`src/hw/rtl/gbe_pkg.sv`:
```
// Package for the glyph bitmap expander: shared constants, payload structs,
// configuration and job types. No dependencies.
`timescale 1ns / 1ps
`default_nettype none
package gbe_pkg;

    // Longest glyph bitmap, in bytes, that is still drawn.
    localparam int MAX_GLYPH_BYTES = 512;
    localparam int BAND_HEIGHT     = 8;
    localparam int TOP_DIVISOR     = 4;

    localparam int ADDR_W   = 32;
    localparam int STRIDE_W = 13;
    localparam int COORD_W  = 12;
    localparam int COL_W    = 8;
    localparam int BAND_W   = 13;
    localparam int ROW_W    = 14;  // origin_y + band_row
    localparam int XCOL_W   = 13;  // origin_x + column_count
    localparam int IDX_W    = (BAND_W - 3) + COL_W + 1;
    localparam int PADDR_W  = 3;

    localparam logic [STRIDE_W-1:0] STRIDE_RESET = STRIDE_W'(320);

    typedef enum logic [0:0] {
        REG_FRAME_BASE  = 1'b0,
        REG_LINE_STRIDE = 1'b1
    } reg_idx_t;

    typedef enum logic [1:0] {
        MODE_FORE    = 2'd0,
        MODE_BACK    = 2'd1,
        MODE_BOTH    = 2'd2,
        MODE_NOTHING = 2'd3
    } mode_t;

    typedef struct packed {
        logic               glyph_start;
        logic [COORD_W-1:0] origin_x;
        logic [COORD_W-1:0] origin_y;
        logic [7:0]         glyph_width;
        logic [7:0]         glyph_height;
        logic               top_only;
        logic [1:0]         mode;
        logic [7:0]         fore_color;
        logic [7:0]         back_color;
        logic [7:0]         bitmap_byte;
    } src_item_t;

    typedef struct packed {
        logic [ADDR_W-1:0] pixel_address;
        logic [7:0]        pixel_value;
        logic              write_enable;
        logic              last_of_byte;
    } pix_item_t;

    typedef struct packed {
        logic [ADDR_W-1:0]   frame_base;
        logic [STRIDE_W-1:0] line_stride;
    } cfg_t;

    // One bitmap byte, ready for expansion into eight pixel writes.
    typedef struct packed {
        logic [ROW_W-1:0]  row;
        logic [XCOL_W-1:0] col;
        logic [7:0]        we_mask;
        logic [7:0]        fore_mask;
        logic [7:0]        fore_color;
        logic [7:0]        back_color;
    } job_t;

endpackage
`default_nettype wire

```
`src/hw/rtl/gbe_cfg.sv`:
```
// APB-style configuration registers: frame base and line stride.
// Depends on gbe_pkg.
`timescale 1ns / 1ps
`default_nettype none
module gbe_cfg (
    input  wire logic                        clk,
    input  wire logic                        rst_n,
    input  wire logic                        psel,
    input  wire logic                        penable,
    input  wire logic                        pwrite,
    input  wire logic [gbe_pkg::PADDR_W-1:0] paddr,
    input  wire logic [31:0]                 pwdata,
    output logic      [31:0]                 prdata,
    output logic                             pready,
    output gbe_pkg::cfg_t                    cfg
);
    import gbe_pkg::*;

    logic [ADDR_W-1:0]   frame_base_reg;
    logic [STRIDE_W-1:0] line_stride_reg;
    reg_idx_t            reg_idx;
    logic                wr_en;

    assign reg_idx = reg_idx_t'(paddr[2]);
    assign wr_en   = psel && penable && pwrite;
    assign pready  = 1'b1;

    always_ff @(posedge clk or negedge rst_n)
    begin
        if (!rst_n)
        begin
            frame_base_reg  <= '0;
            line_stride_reg <= STRIDE_RESET;
        end
        else if (wr_en)
        begin
            unique case (reg_idx)
                REG_FRAME_BASE:  frame_base_reg  <= pwdata;
                REG_LINE_STRIDE: line_stride_reg <= pwdata[STRIDE_W-1:0];
                default:         ;
            endcase
        end
    end

    always_comb
    begin
        unique case (reg_idx)
            REG_FRAME_BASE:  prdata = frame_base_reg;
            REG_LINE_STRIDE: prdata = {{(32-STRIDE_W){1'b0}}, line_stride_reg};
            default:         prdata = '0;
        endcase
    end

    assign cfg.frame_base  = frame_base_reg;
    assign cfg.line_stride = line_stride_reg;

endmodule
`default_nettype wire

```
`src/hw/rtl/gbe_front.sv`:
```
// Input register stage: glyph column/band tracking, limit checks and pixel masks.
// Depends on gbe_pkg.
`timescale 1ns / 1ps
`default_nettype none
module gbe_front (
    input  wire logic               clk,
    input  wire logic               rst_n,
    input  wire logic               src_valid,
    output logic                    src_stall,
    input  wire gbe_pkg::src_item_t src_item,
    output logic                    job_valid,
    input  wire logic               job_take,
    output gbe_pkg::job_t           job
);
    import gbe_pkg::*;

    logic [COL_W-1:0]  col_reg, col_next;
    logic [BAND_W-1:0] band_reg, band_next;
    logic              job_valid_reg, job_valid_next;
    job_t              job_reg, job_next;

    logic              accept;
    logic [COL_W-1:0]  eff_col;
    logic [BAND_W-1:0] eff_band;
    logic [IDX_W-1:0]  idx;
    logic              empty, over, emit;
    logic [6:0]        limit;
    logic              fg_on, bg_on, band0;
    mode_t             mode;

    assign src_stall = job_valid_reg && !job_take;
    assign accept    = src_valid && !src_stall;

    assign mode     = mode_t'(src_item.mode);
    assign eff_col  = src_item.glyph_start ? '0 : col_reg;
    assign eff_band = src_item.glyph_start ? '0 : band_reg;
    assign empty    = (src_item.glyph_width == '0) || (src_item.glyph_height == '0);
    assign idx      = IDX_W'(eff_band[BAND_W-1:3]) * IDX_W'(src_item.glyph_width)
                    + IDX_W'(eff_col);
    assign over     = idx >= IDX_W'(MAX_GLYPH_BYTES);
    assign emit     = !empty && !over;
    assign limit    = 7'(src_item.glyph_height / TOP_DIVISOR) + 7'd1;
    assign band0    = eff_band < BAND_W'(BAND_HEIGHT);
    assign fg_on    = (mode == MODE_FORE) || (mode == MODE_BOTH);
    assign bg_on    = (mode == MODE_BACK) || (mode == MODE_BOTH);

    always_comb
    begin
        col_next  = col_reg;
        band_next = band_reg;
        if (accept)
        begin
            col_next  = eff_col;
            band_next = eff_band;
            if (emit)
            begin
                if ({1'b0, eff_col} + 9'd1 >= {1'b0, src_item.glyph_width})
                begin
                    col_next  = '0;
                    band_next = eff_band + BAND_W'(BAND_HEIGHT);
                end
                else
                begin
                    col_next = eff_col + COL_W'(1);
                end
            end
        end
    end

    always_comb
    begin
        job_valid_next = job_valid_reg;
        if (accept)
            job_valid_next = emit;
        else if (job_take)
            job_valid_next = 1'b0;
    end

    always_comb
    begin
        job_next            = job_reg;
        job_next.row        = ROW_W'(src_item.origin_y) + ROW_W'(eff_band);
        job_next.col        = XCOL_W'(src_item.origin_x) + XCOL_W'(eff_col);
        job_next.fore_mask  = src_item.bitmap_byte;
        job_next.fore_color = src_item.fore_color;
        job_next.back_color = src_item.back_color;
        for (int b = 0; b < 8; b++)
        begin
            if (src_item.bitmap_byte[b])
                job_next.we_mask[b] = fg_on &&
                    (!src_item.top_only || ((7'(b) < limit) && band0));
            else
                job_next.we_mask[b] = bg_on;
        end
    end

    always_ff @(posedge clk or negedge rst_n)
    begin
        if (!rst_n)
        begin
            col_reg       <= '0;
            band_reg      <= '0;
            job_valid_reg <= 1'b0;
        end
        else
        begin
            col_reg       <= col_next;
            band_reg      <= band_next;
            job_valid_reg <= job_valid_next;
        end
    end

    always_ff @(posedge clk)
    begin
        if (accept)
            job_reg <= job_next;
    end

    assign job_valid = job_valid_reg;
    assign job       = job_reg;

endmodule
`default_nettype wire

```
`src/hw/rtl/gbe_expand.sv`:
```
// Expansion stage: walks one job through its eight rows and drives the
// registered pixel write output. Depends on gbe_pkg.
`timescale 1ns / 1ps
`default_nettype none
module gbe_expand (
    input  wire logic           clk,
    input  wire logic           rst_n,
    input  wire gbe_pkg::cfg_t  cfg,
    input  wire logic           job_valid,
    output logic                job_take,
    input  wire gbe_pkg::job_t  job,
    output logic                pix_valid,
    input  wire logic           pix_stall,
    output gbe_pkg::pix_item_t  pix_item
);
    import gbe_pkg::*;

    logic              work_valid_reg, work_valid_next;
    logic [2:0]        bit_reg, bit_next;
    logic [ADDR_W-1:0] addr_reg, addr_next;
    job_t              work_reg;
    logic              out_valid_reg, out_valid_next;
    pix_item_t         out_reg, out_next;

    logic              advance, last, load;
    logic [ROW_W+STRIDE_W-1:0] row_off;

    assign advance  = work_valid_reg && (!out_valid_reg || !pix_stall);
    assign last     = (bit_reg == 3'd7);
    assign job_take = !work_valid_reg || (advance && last);
    assign load     = job_take && job_valid;
    assign row_off  = (ROW_W+STRIDE_W)'(job.row) * (ROW_W+STRIDE_W)'(cfg.line_stride);

    always_comb
    begin
        work_valid_next = work_valid_reg;
        bit_next        = bit_reg;
        addr_next       = addr_reg;
        if (load)
        begin
            work_valid_next = 1'b1;
            bit_next        = '0;
            addr_next       = cfg.frame_base + ADDR_W'(row_off) + ADDR_W'(job.col);
        end
        else if (advance && last)
        begin
            work_valid_next = 1'b0;
        end
        else if (advance)
        begin
            bit_next  = bit_reg + 3'd1;
            addr_next = addr_reg + ADDR_W'(cfg.line_stride);
        end
    end

    always_comb
    begin
        out_valid_next = out_valid_reg;
        out_next       = out_reg;
        if (advance)
        begin
            out_valid_next         = 1'b1;
            out_next.pixel_address = addr_reg;
            out_next.write_enable  = work_reg.we_mask[bit_reg];
            out_next.last_of_byte  = last;
            if (!work_reg.we_mask[bit_reg])
                out_next.pixel_value = '0;
            else if (work_reg.fore_mask[bit_reg])
                out_next.pixel_value = work_reg.fore_color;
            else
                out_next.pixel_value = work_reg.back_color;
        end
        else if (!pix_stall)
        begin
            out_valid_next = 1'b0;
        end
    end

    always_ff @(posedge clk or negedge rst_n)
    begin
        if (!rst_n)
        begin
            work_valid_reg <= 1'b0;
            bit_reg        <= '0;
            out_valid_reg  <= 1'b0;
        end
        else
        begin
            work_valid_reg <= work_valid_next;
            bit_reg        <= bit_next;
            out_valid_reg  <= out_valid_next;
        end
    end

    always_ff @(posedge clk)
    begin
        addr_reg <= addr_next;
        out_reg  <= out_next;
        if (load)
            work_reg <= job;
    end

    assign pix_valid = out_valid_reg;
    assign pix_item  = out_reg;

endmodule
`default_nettype wire

```
`src/hw/rtl/glyph_bitmap_expander.sv`:
```
// Top level of the glyph bitmap expander: configuration port, input stage and
// expansion stage. Depends on gbe_pkg, gbe_cfg, gbe_front and gbe_expand.
`timescale 1ns / 1ps
`default_nettype none
// Takes one byte of a column-major, 8-pixel-band glyph bitmap per src
// transaction and issues eight byte-per-pixel frame buffer writes on the pix
// channel, bit 0 (topmost row) first, last_of_byte marking the eighth. Each
// write lands at frame_base + (origin_y + band + bit) * line_stride + origin_x +
// column, modulo 2^32. Empty glyphs (zero width or height) and bytes beyond
// MAX_GLYPH_BYTES produce no transactions but still take a glyph_start restart.
// Rate: one pixel transaction per clock while pix_stall is low, so a byte
// takes eight transactions on the output; the pix output register is the
// limiting unit. The next byte is taken into the input register while the
// current one is still expanding, so a steady stream has no gaps on pix.
// A byte passes the job, work and pix output registers on its way to pix.
// The user must write configuration (frame_base at 0x0, line_stride at 0x4)
// only while the block is idle; the block itself does not enforce this.
module glyph_bitmap_expander (
    input  wire logic                        clk,
    input  wire logic                        rst_n,
    // configuration port
    input  wire logic                        psel,
    input  wire logic                        penable,
    input  wire logic                        pwrite,
    input  wire logic [gbe_pkg::PADDR_W-1:0] paddr,
    input  wire logic [31:0]                 pwdata,
    output logic      [31:0]                 prdata,
    output logic                             pready,
    // bitmap bytes in
    input  wire logic                        src_valid,
    output logic                             src_stall,
    input  wire gbe_pkg::src_item_t          src_item,
    // pixel writes out
    output logic                             pix_valid,
    input  wire logic                        pix_stall,
    output gbe_pkg::pix_item_t               pix_item
);
    import gbe_pkg::*;

    cfg_t cfg;
    job_t job;
    logic job_valid;
    logic job_take;

    // Hold the frame base and stride.
    gbe_cfg u_cfg (
        .clk     (clk),
        .rst_n   (rst_n),
        .psel    (psel),
        .penable (penable),
        .pwrite  (pwrite),
        .paddr   (paddr),
        .pwdata  (pwdata),
        .prdata  (prdata),
        .pready  (pready),
        .cfg     (cfg)
    );

    // Track column and band, drop out-of-range bytes, build the write masks.
    gbe_front u_front (
        .clk       (clk),
        .rst_n     (rst_n),
        .src_valid (src_valid),
        .src_stall (src_stall),
        .src_item  (src_item),
        .job_valid (job_valid),
        .job_take  (job_take),
        .job       (job)
    );

    // Advance through the eight rows, one pixel transaction per cycle while pix is not stalled.
    gbe_expand u_expand (
        .clk       (clk),
        .rst_n     (rst_n),
        .cfg       (cfg),
        .job_valid (job_valid),
        .job_take  (job_take),
        .job       (job),
        .pix_valid (pix_valid),
        .pix_stall (pix_stall),
        .pix_item  (pix_item)
    );

endmodule
`default_nettype wire

```
`config.mk`:
```
export PLATFORM = sky130hd
export DESIGN_NAME = glyph_bitmap_expander
export DESIGN_NICKNAME = d
export VERILOG_FILES = /design/src/hw/rtl/gbe_pkg.sv /design/src/hw/rtl/gbe_cfg.sv /design/src/hw/rtl/gbe_front.sv /design/src/hw/rtl/gbe_expand.sv /design/src/hw/rtl/glyph_bitmap_expander.sv
export SDC_FILE = /design/constraint.sdc
export NUM_CORES = 1
export LEC_CHECK = 0
export CAP_MARGIN = 20
export CORE_MARGIN = 2
export CORE_UTILIZATION = 66
export DETAILED_ROUTE_END_ITERATION = 8
export DONT_BUFFER_PORTS = 1
export GPL_TIMING_DRIVEN = 1
export PLACE_DENSITY_LB_ADDON = 0.25
export SLEW_MARGIN = 20
export SYNTH_ARGS = -nofsm -noshare
export SYNTH_HDL_FRONTEND = slang
export SYNTH_SLANG_ARGS = --single-unit
```
`constraint.sdc`:
```
create_clock -name clk -period 8.1 [get_ports clk]
set_clock_uncertainty 0.2 [all_clocks]
set_input_delay 0.81 -clock clk [delete_from_list [all_inputs] [get_ports clk]]
set_output_delay 0.81 -clock clk [all_outputs]
set_load 0.02 [all_outputs]
```
# Word-level counts from Yosys, hierarchy flattened
# Index checks and enable logic that the tools add are counted.
# op_classes
magnitude_cmp	12
div_mod_pow	0
n_mul	2
shift	0
n_addsub	11
mux	32
bitwise_logic	1
n_eq_ne	5
reduce_logical	54
# ops
cell	count
32-bit two-way mux	3
32-bit by 13-bit adder with 32-bit output	2
32-bit case mux with 2 select lines	1
13-bit two-way mux	3
32-bit by 27-bit adder with 32-bit output	1
8-bit two-way mux	4
3-bit by 7-bit < comparator with 1-bit output, first input constant	4
14-bit by 13-bit multiplier with 27-bit output	1
1-bit logical AND	24
18-bit by 8-bit adder with 19-bit output	1
19-bit by 10-bit >= comparator with 1-bit output, second input constant	1
10-bit by 8-bit multiplier with 18-bit output	1
8-bit logical NOT	2
1-bit two-way mux	16
12-bit by 13-bit adder with 14-bit output	1
1-bit by 7-bit < comparator with 1-bit output, first input constant	2
2-bit by 7-bit < comparator with 1-bit output, first input constant	2
12-bit by 8-bit adder with 13-bit output	1
13-bit by 4-bit adder with 13-bit output, second input constant	1
1-bit logical OR	13
13-bit by 4-bit < comparator with 1-bit output, second input constant	1
8-bit by 1-bit adder with 9-bit output, second input constant	1
9-bit by 8-bit >= comparator with 1-bit output	1
3-bit two-way mux	3
14 further kinds	27
# totals
ramBits	0
mem_count	0
latchBits	0
elab_cells	140
rom_bits	0
out_inout_bits	77
register_bits	237

# Logic depth before layout (Yosys ltp)
# depth
ltp_word	10
depth_mapped	24

# Cells and area by module
# Synthesis repeated with hierarchy kept, for this count alone.
# hier_totals
hier_cells	2089
hier_area_um2	21923.5
# modules_own_cells
module	area_each_um2	cells_each	n_inst
gbe_expand	12328.1	1194	1
gbe_front	7472.2	761	1
gbe_cfg	2123.3	134	1

# Worst setup path before layout
# No wires, ideal clock.
# synth_path
path_type	register -> register
start	register u_front.job_reg, in the netlist u_front.job[50]
end	register u_expand.addr_reg[27] (data pin)
slack_ns	1.473
setup_ns	0.273
t_required_ns	7.627
arrival_ns	6.154
stages_incl_launch_ff	23
cell_sequence	edfxtp_1 > clkbuf_1 > and2_1 > fa_1 > inv_1 > fa_1 > inv_1 > fa_1 > inv_1 > fa_1 > fa_1 > inv_1 > fa_1 > ha_1 > a2111oi_0 > o21a_1 > a21oi_1 > a31o_2 > a221oi_2 > o21bai_1 > o311ai_1 > xor2_1 > mux2i_1
# synth_via
elab_chain_cells	4
# synth_rtl
element	line	text
start: declaration	gbe_front.sv:20	job_t job_reg, job_next;
start signal: assignment	gbe_front.sv:116	job_reg <= job_next;
14-bit by 13-bit multiplier with 27-bit output	gbe_expand.sv:32	assign row_off = (ROW_W+STRIDE_W)'(job.row) * (ROW_W+STRIDE_W)'(cfg.line_stride);
32-bit by 27-bit adder with 32-bit output	gbe_expand.sv:43	addr_next = cfg.frame_base + ADDR_W'(row_off) + ADDR_W'(job.col);
32-bit by 13-bit adder with 32-bit output	gbe_expand.sv:43	
32-bit two-way mux	gbe_expand.sv:39	if (load)
via u_expand.addr_next[27]	gbe_expand.sv:20	logic [ADDR_W-1:0] addr_reg, addr_next;
end signal: assignment	gbe_expand.sv:97	addr_reg <= addr_next;
end: declaration	gbe_expand.sv:20	
# The timed path passes the listed nets, and every way through them passes these cells.
# A chain may end at the register's enable or synchronous reset.

# Worst setup path in the final report
# layout_path
start	register u_cfg.line_stride_reg[1]
end	register u_expand.addr_reg[27] (data pin)
# layout_via
elab_chain_cells	4
elab_cells_between_ends	7
# layout_rtl
element	line	text
start: declaration	gbe_cfg.sv:20	logic [STRIDE_W-1:0] line_stride_reg;
start signal: assignment	gbe_cfg.sv:39	REG_LINE_STRIDE: line_stride_reg <= pwdata[STRIDE_W-1:0];
14-bit by 13-bit multiplier with 27-bit output / 32-bit by 13-bit adder with 32-bit output (equally long branches)	gbe_expand.sv:32, gbe_expand.sv:52	
32-bit by 27-bit adder with 32-bit output / 32-bit two-way mux (equally long branches)	gbe_expand.sv:43, gbe_expand.sv:49	
32-bit by 13-bit adder with 32-bit output / 32-bit two-way mux (equally long branches)	gbe_expand.sv:43, gbe_expand.sv:45	
32-bit two-way mux (*)	gbe_expand.sv:39	
via u_expand.addr_next[27]	gbe_expand.sv:20	
# The timed path passes the listed nets; every way through them passes the cells marked *. The select of a mux whose other input is x is not followed.

==> metrics <==
gpl congestion 0.8965; Rows 66; number of flops mapped to enable cells by yosys 165; Area Overhead vs Synth 6.905%; syn_nets around 2.6k; status complete, no violations; TritonCTS buffer count 26; Filler cells roughly 2.3k; final wirelength approximately 48000 um; Setup crit end kind register; worst slew pin tran ~1.1 ns; Initial Utilization 67.00%; async set-reset flop share out of synthesis between 30% and 40%; Core ar. 32450 um^2; Synth area leaders edfxtp_1 23%, fa_1 21%, ha_1 11%; area of the multi-input gates 13490 um^2; number of synthesized register bits approximately 240; Synth warnings 0; r2r worst-path depth 21; Slew headroom about 29%; ys flop type edfxtp_1; PortBufs 0; Bufs on Longest Clock Path 3; post-CTS resize count 0; routed vias 14.87k; die area about 34000 um^2; vias per std cell 5.821; Die H approximately 190 um; IO Pins between 150 and 200; initial antenna violation count 5; clock root cell clkbuf_16; syn avg cell area approximately 10 um^2; Worst Path Max Fanout 18; global-route wire length before repair 77360 um; total iterations of the first detailed-routing run 7; Syn Std Cell Area between 20000 and 25000 um^2; setup violators final 0; Critical path origin u_cfg.line_stride_reg[1]; Achievable Freq 0.1403 GHz; fin. max-slew vios 0; Synth top area share 22.79%; CTS clock-pin slew for the worst setup and hold paths ~0.06 ns; worst min-delay path class in -> reg; Syn Inst Count around 2.1k; grt total ovfl 0; count of cell types in the netlist 80; dpl hpwl around 37000 um; worst setup path end u_expand.addr_reg[27]; clk sinks about 240; H-tree levels 1; RSZ-0062 raised after global routing no; die width 185.5 um; r2r startpoint u_cfg.line_stride_reg[1]; largest net degree at the start of global routing 73; Final Cycle Share around 90%; layout cells sized above 1 about 7.4%; gr usage total around 29%; final core utilization between 70% and 80%; Max Cap Violations 0; post-DR wirelength/cell between 15 and 20 um; Antenna Nets Post-Route 0; R2R setup slack about 1 ns; number of global-route vias before repair about 15k; sum of negative setup slack 0 ns; sequential element share of the synthesized area a little under a third; insertion delay to the later sink of the worst-skew pair between 0.5 and 0.6 ns; max reg flops 59; TritonCTS clock tree yes; cell taking the most area after synthesis edfxtp_1; r2r endpoint u_expand.addr_reg[27]; Crit Path Class reg -> reg; final hold vios 0; register area around 6800 um^2; initial drt markers about 990; DRC Markers 0; crit start category register; Tmin final between 7 and 8 ns; Critical Path RT between 8 and 9 ns; CP Data Arrival Time approximately 7.2 ns; NumNets Final roughly 2.6k
per-stage QoR:
| stage | instance area (um^2) | cells | hold slack, ns | setup slack (ns) |
|---|---|---|---|---|
| after detailed placement | 22190 | 2501 | 0.2045 | 0.9769 |
| after global routing | 23240 | 2551 | 0.1401 | 0.4807 |
| after CTS | 23240 | 2551 | 0.1349 | 0.9805 |
| final | 23250 | 2554 | 0.1564 | 0.9741 |
| after floorplan | 21740 | 2110 | 0.2003 | 1.473 |
| after global placement | 22180 | 2500 | 0.2021 | 1.094 |
timing repair:
action                                 in CTS  in global routing
buffers inserted                            0                  0
hold buffers                                2                  0
setup endpoints to repair                   0                  0
endpoints found under the hold margin      72                  0
worst min path at each step:
| stage | start | to | slack, ns | depth (start not counted) |
|---|---|---|---|---|
| final | src_item[0] | u_front.job[16] | 0.16 | 0 |
| after global routing | src_item[5] | u_front.job[21] | 0.14 | 0 |
| after CTS | src_item[0] | u_front.job[16] | 0.13 | 0 |
| after detailed placement | u_front.job[19] | u_expand.work_reg[19] | 0.20 | 0 |
| after global placement | u_front.job[18] | u_expand.work_reg[18] | 0.20 | 0 |
| after floorplan | u_front.job[0] | u_expand.work_reg[0] | 0.20 | 0 |
critical path: stages, from the launching register on:
cell       delay [ns]
dfrtp_1          0.61
and2_1           0.29
fa_1             0.48
inv_1            0.06
fa_1             0.53
inv_1            0.05
fa_1             0.49
inv_1            0.05
fa_1             0.47
fa_1             0.55
inv_1            0.05
fa_1             0.47
ha_1             0.37
a2111oi_0        0.40
o21a_1           0.18
a21oi_1          0.08
a31o_2           0.32
a221oi_2         0.45
o21bai_1         0.19
o311ai_1         0.33
xor2_1           0.17
mux2i_1          0.09
layout by cell type, fill, tap and decap left out, types with 5 or more instances in the layout:
cell,count
nand3_1,32
o21a_1,9
bufinv_16,7
a211o_1,5
o21ai_1,13
buf_4,25
mux2_2,53
ha_1,185
nor3_1,17
fa_1,228
inv_1,314
a21oi_1,55
or2_2,7
a211oi_1,10
mux2i_1,18
xnor2_1,40
dfrtp_1,70
and2_1,133
nor2_1,76
o211ai_1,13
nand2_1,219
a22oi_1,5
o22ai_1,7
clkbuf_16,27
o21bai_1,7
or3_1,10
o31ai_1,8
nor4_1,10
nand2b_1,27
xor2_1,43
edfxtp_1,165
a21o_1,24
nand4_1,8
a21boi_0,7
a31oi_1,9
o21ai_0,69
and3_1,18
nor2b_1,44
synthesized netlist by cell type, types with 17 or more instances:
cell      number
a21o_1        24
a21oi_1       55
and2_1       133
and3_1        18
clkbuf_1      70
dfrtp_1       70
edfxtp_1     165
fa_1         228
ha_1         185
inv_1        316
mux2_2        53
mux2i_1       18
nand2_1      219
nand2b_1      27
nand3_1       32
nor2_1        76
nor2b_1       44
nor3_1        17
o21ai_0       70
xnor2_1       40
xor2_1        43
logic make-up (layout without fill, tap and decap cells):
group | Yosys count | in the layout | share of synthesized area [%]
AND/OR/NAND/NOR | 627 | 627 | 14.69
flip-flops | 237 | 237 | 31.08
other | 1 | 4 | 0.01725
buffers and inverters | 395 | 394 | 6.882
multiplexers | 75 | 75 | 3.988
adder cells (fa/ha/maj) | 413 | 413 | 31.64
XOR/XNOR | 83 | 83 | 3.343
AO/OA/AOI/OAI | 279 | 279 | 8.361
layer usage:
layer	GRT usage, %	wire length (um)	vias to the layer above
li1	-	-	6951
met1	38.97	19850	7241
met2	45.34	22040	558
met3	6.985	4038	114
met4	9.746	1617	4
met5	0	29	-
area by class of cell:
| class | instances | share of cell area [%] |
|---|---|---|
| sequential | 237 | 29.08 |
| clock buffer | 32 | 3.159 |
| inverter | 319 | 5.151 |
| antenna | 3 | 0.03229 |
| tap | 442 | 2.379 |
| multi-input combinational | 1478 | 58.04 |
| clock inverter | 16 | 1.190 |
| timing repair buffer | 27 | 0.9688 |
Power is not shown: default switching activity piles up to over one toggle a cycle in this logic, so the estimate is an artifact.
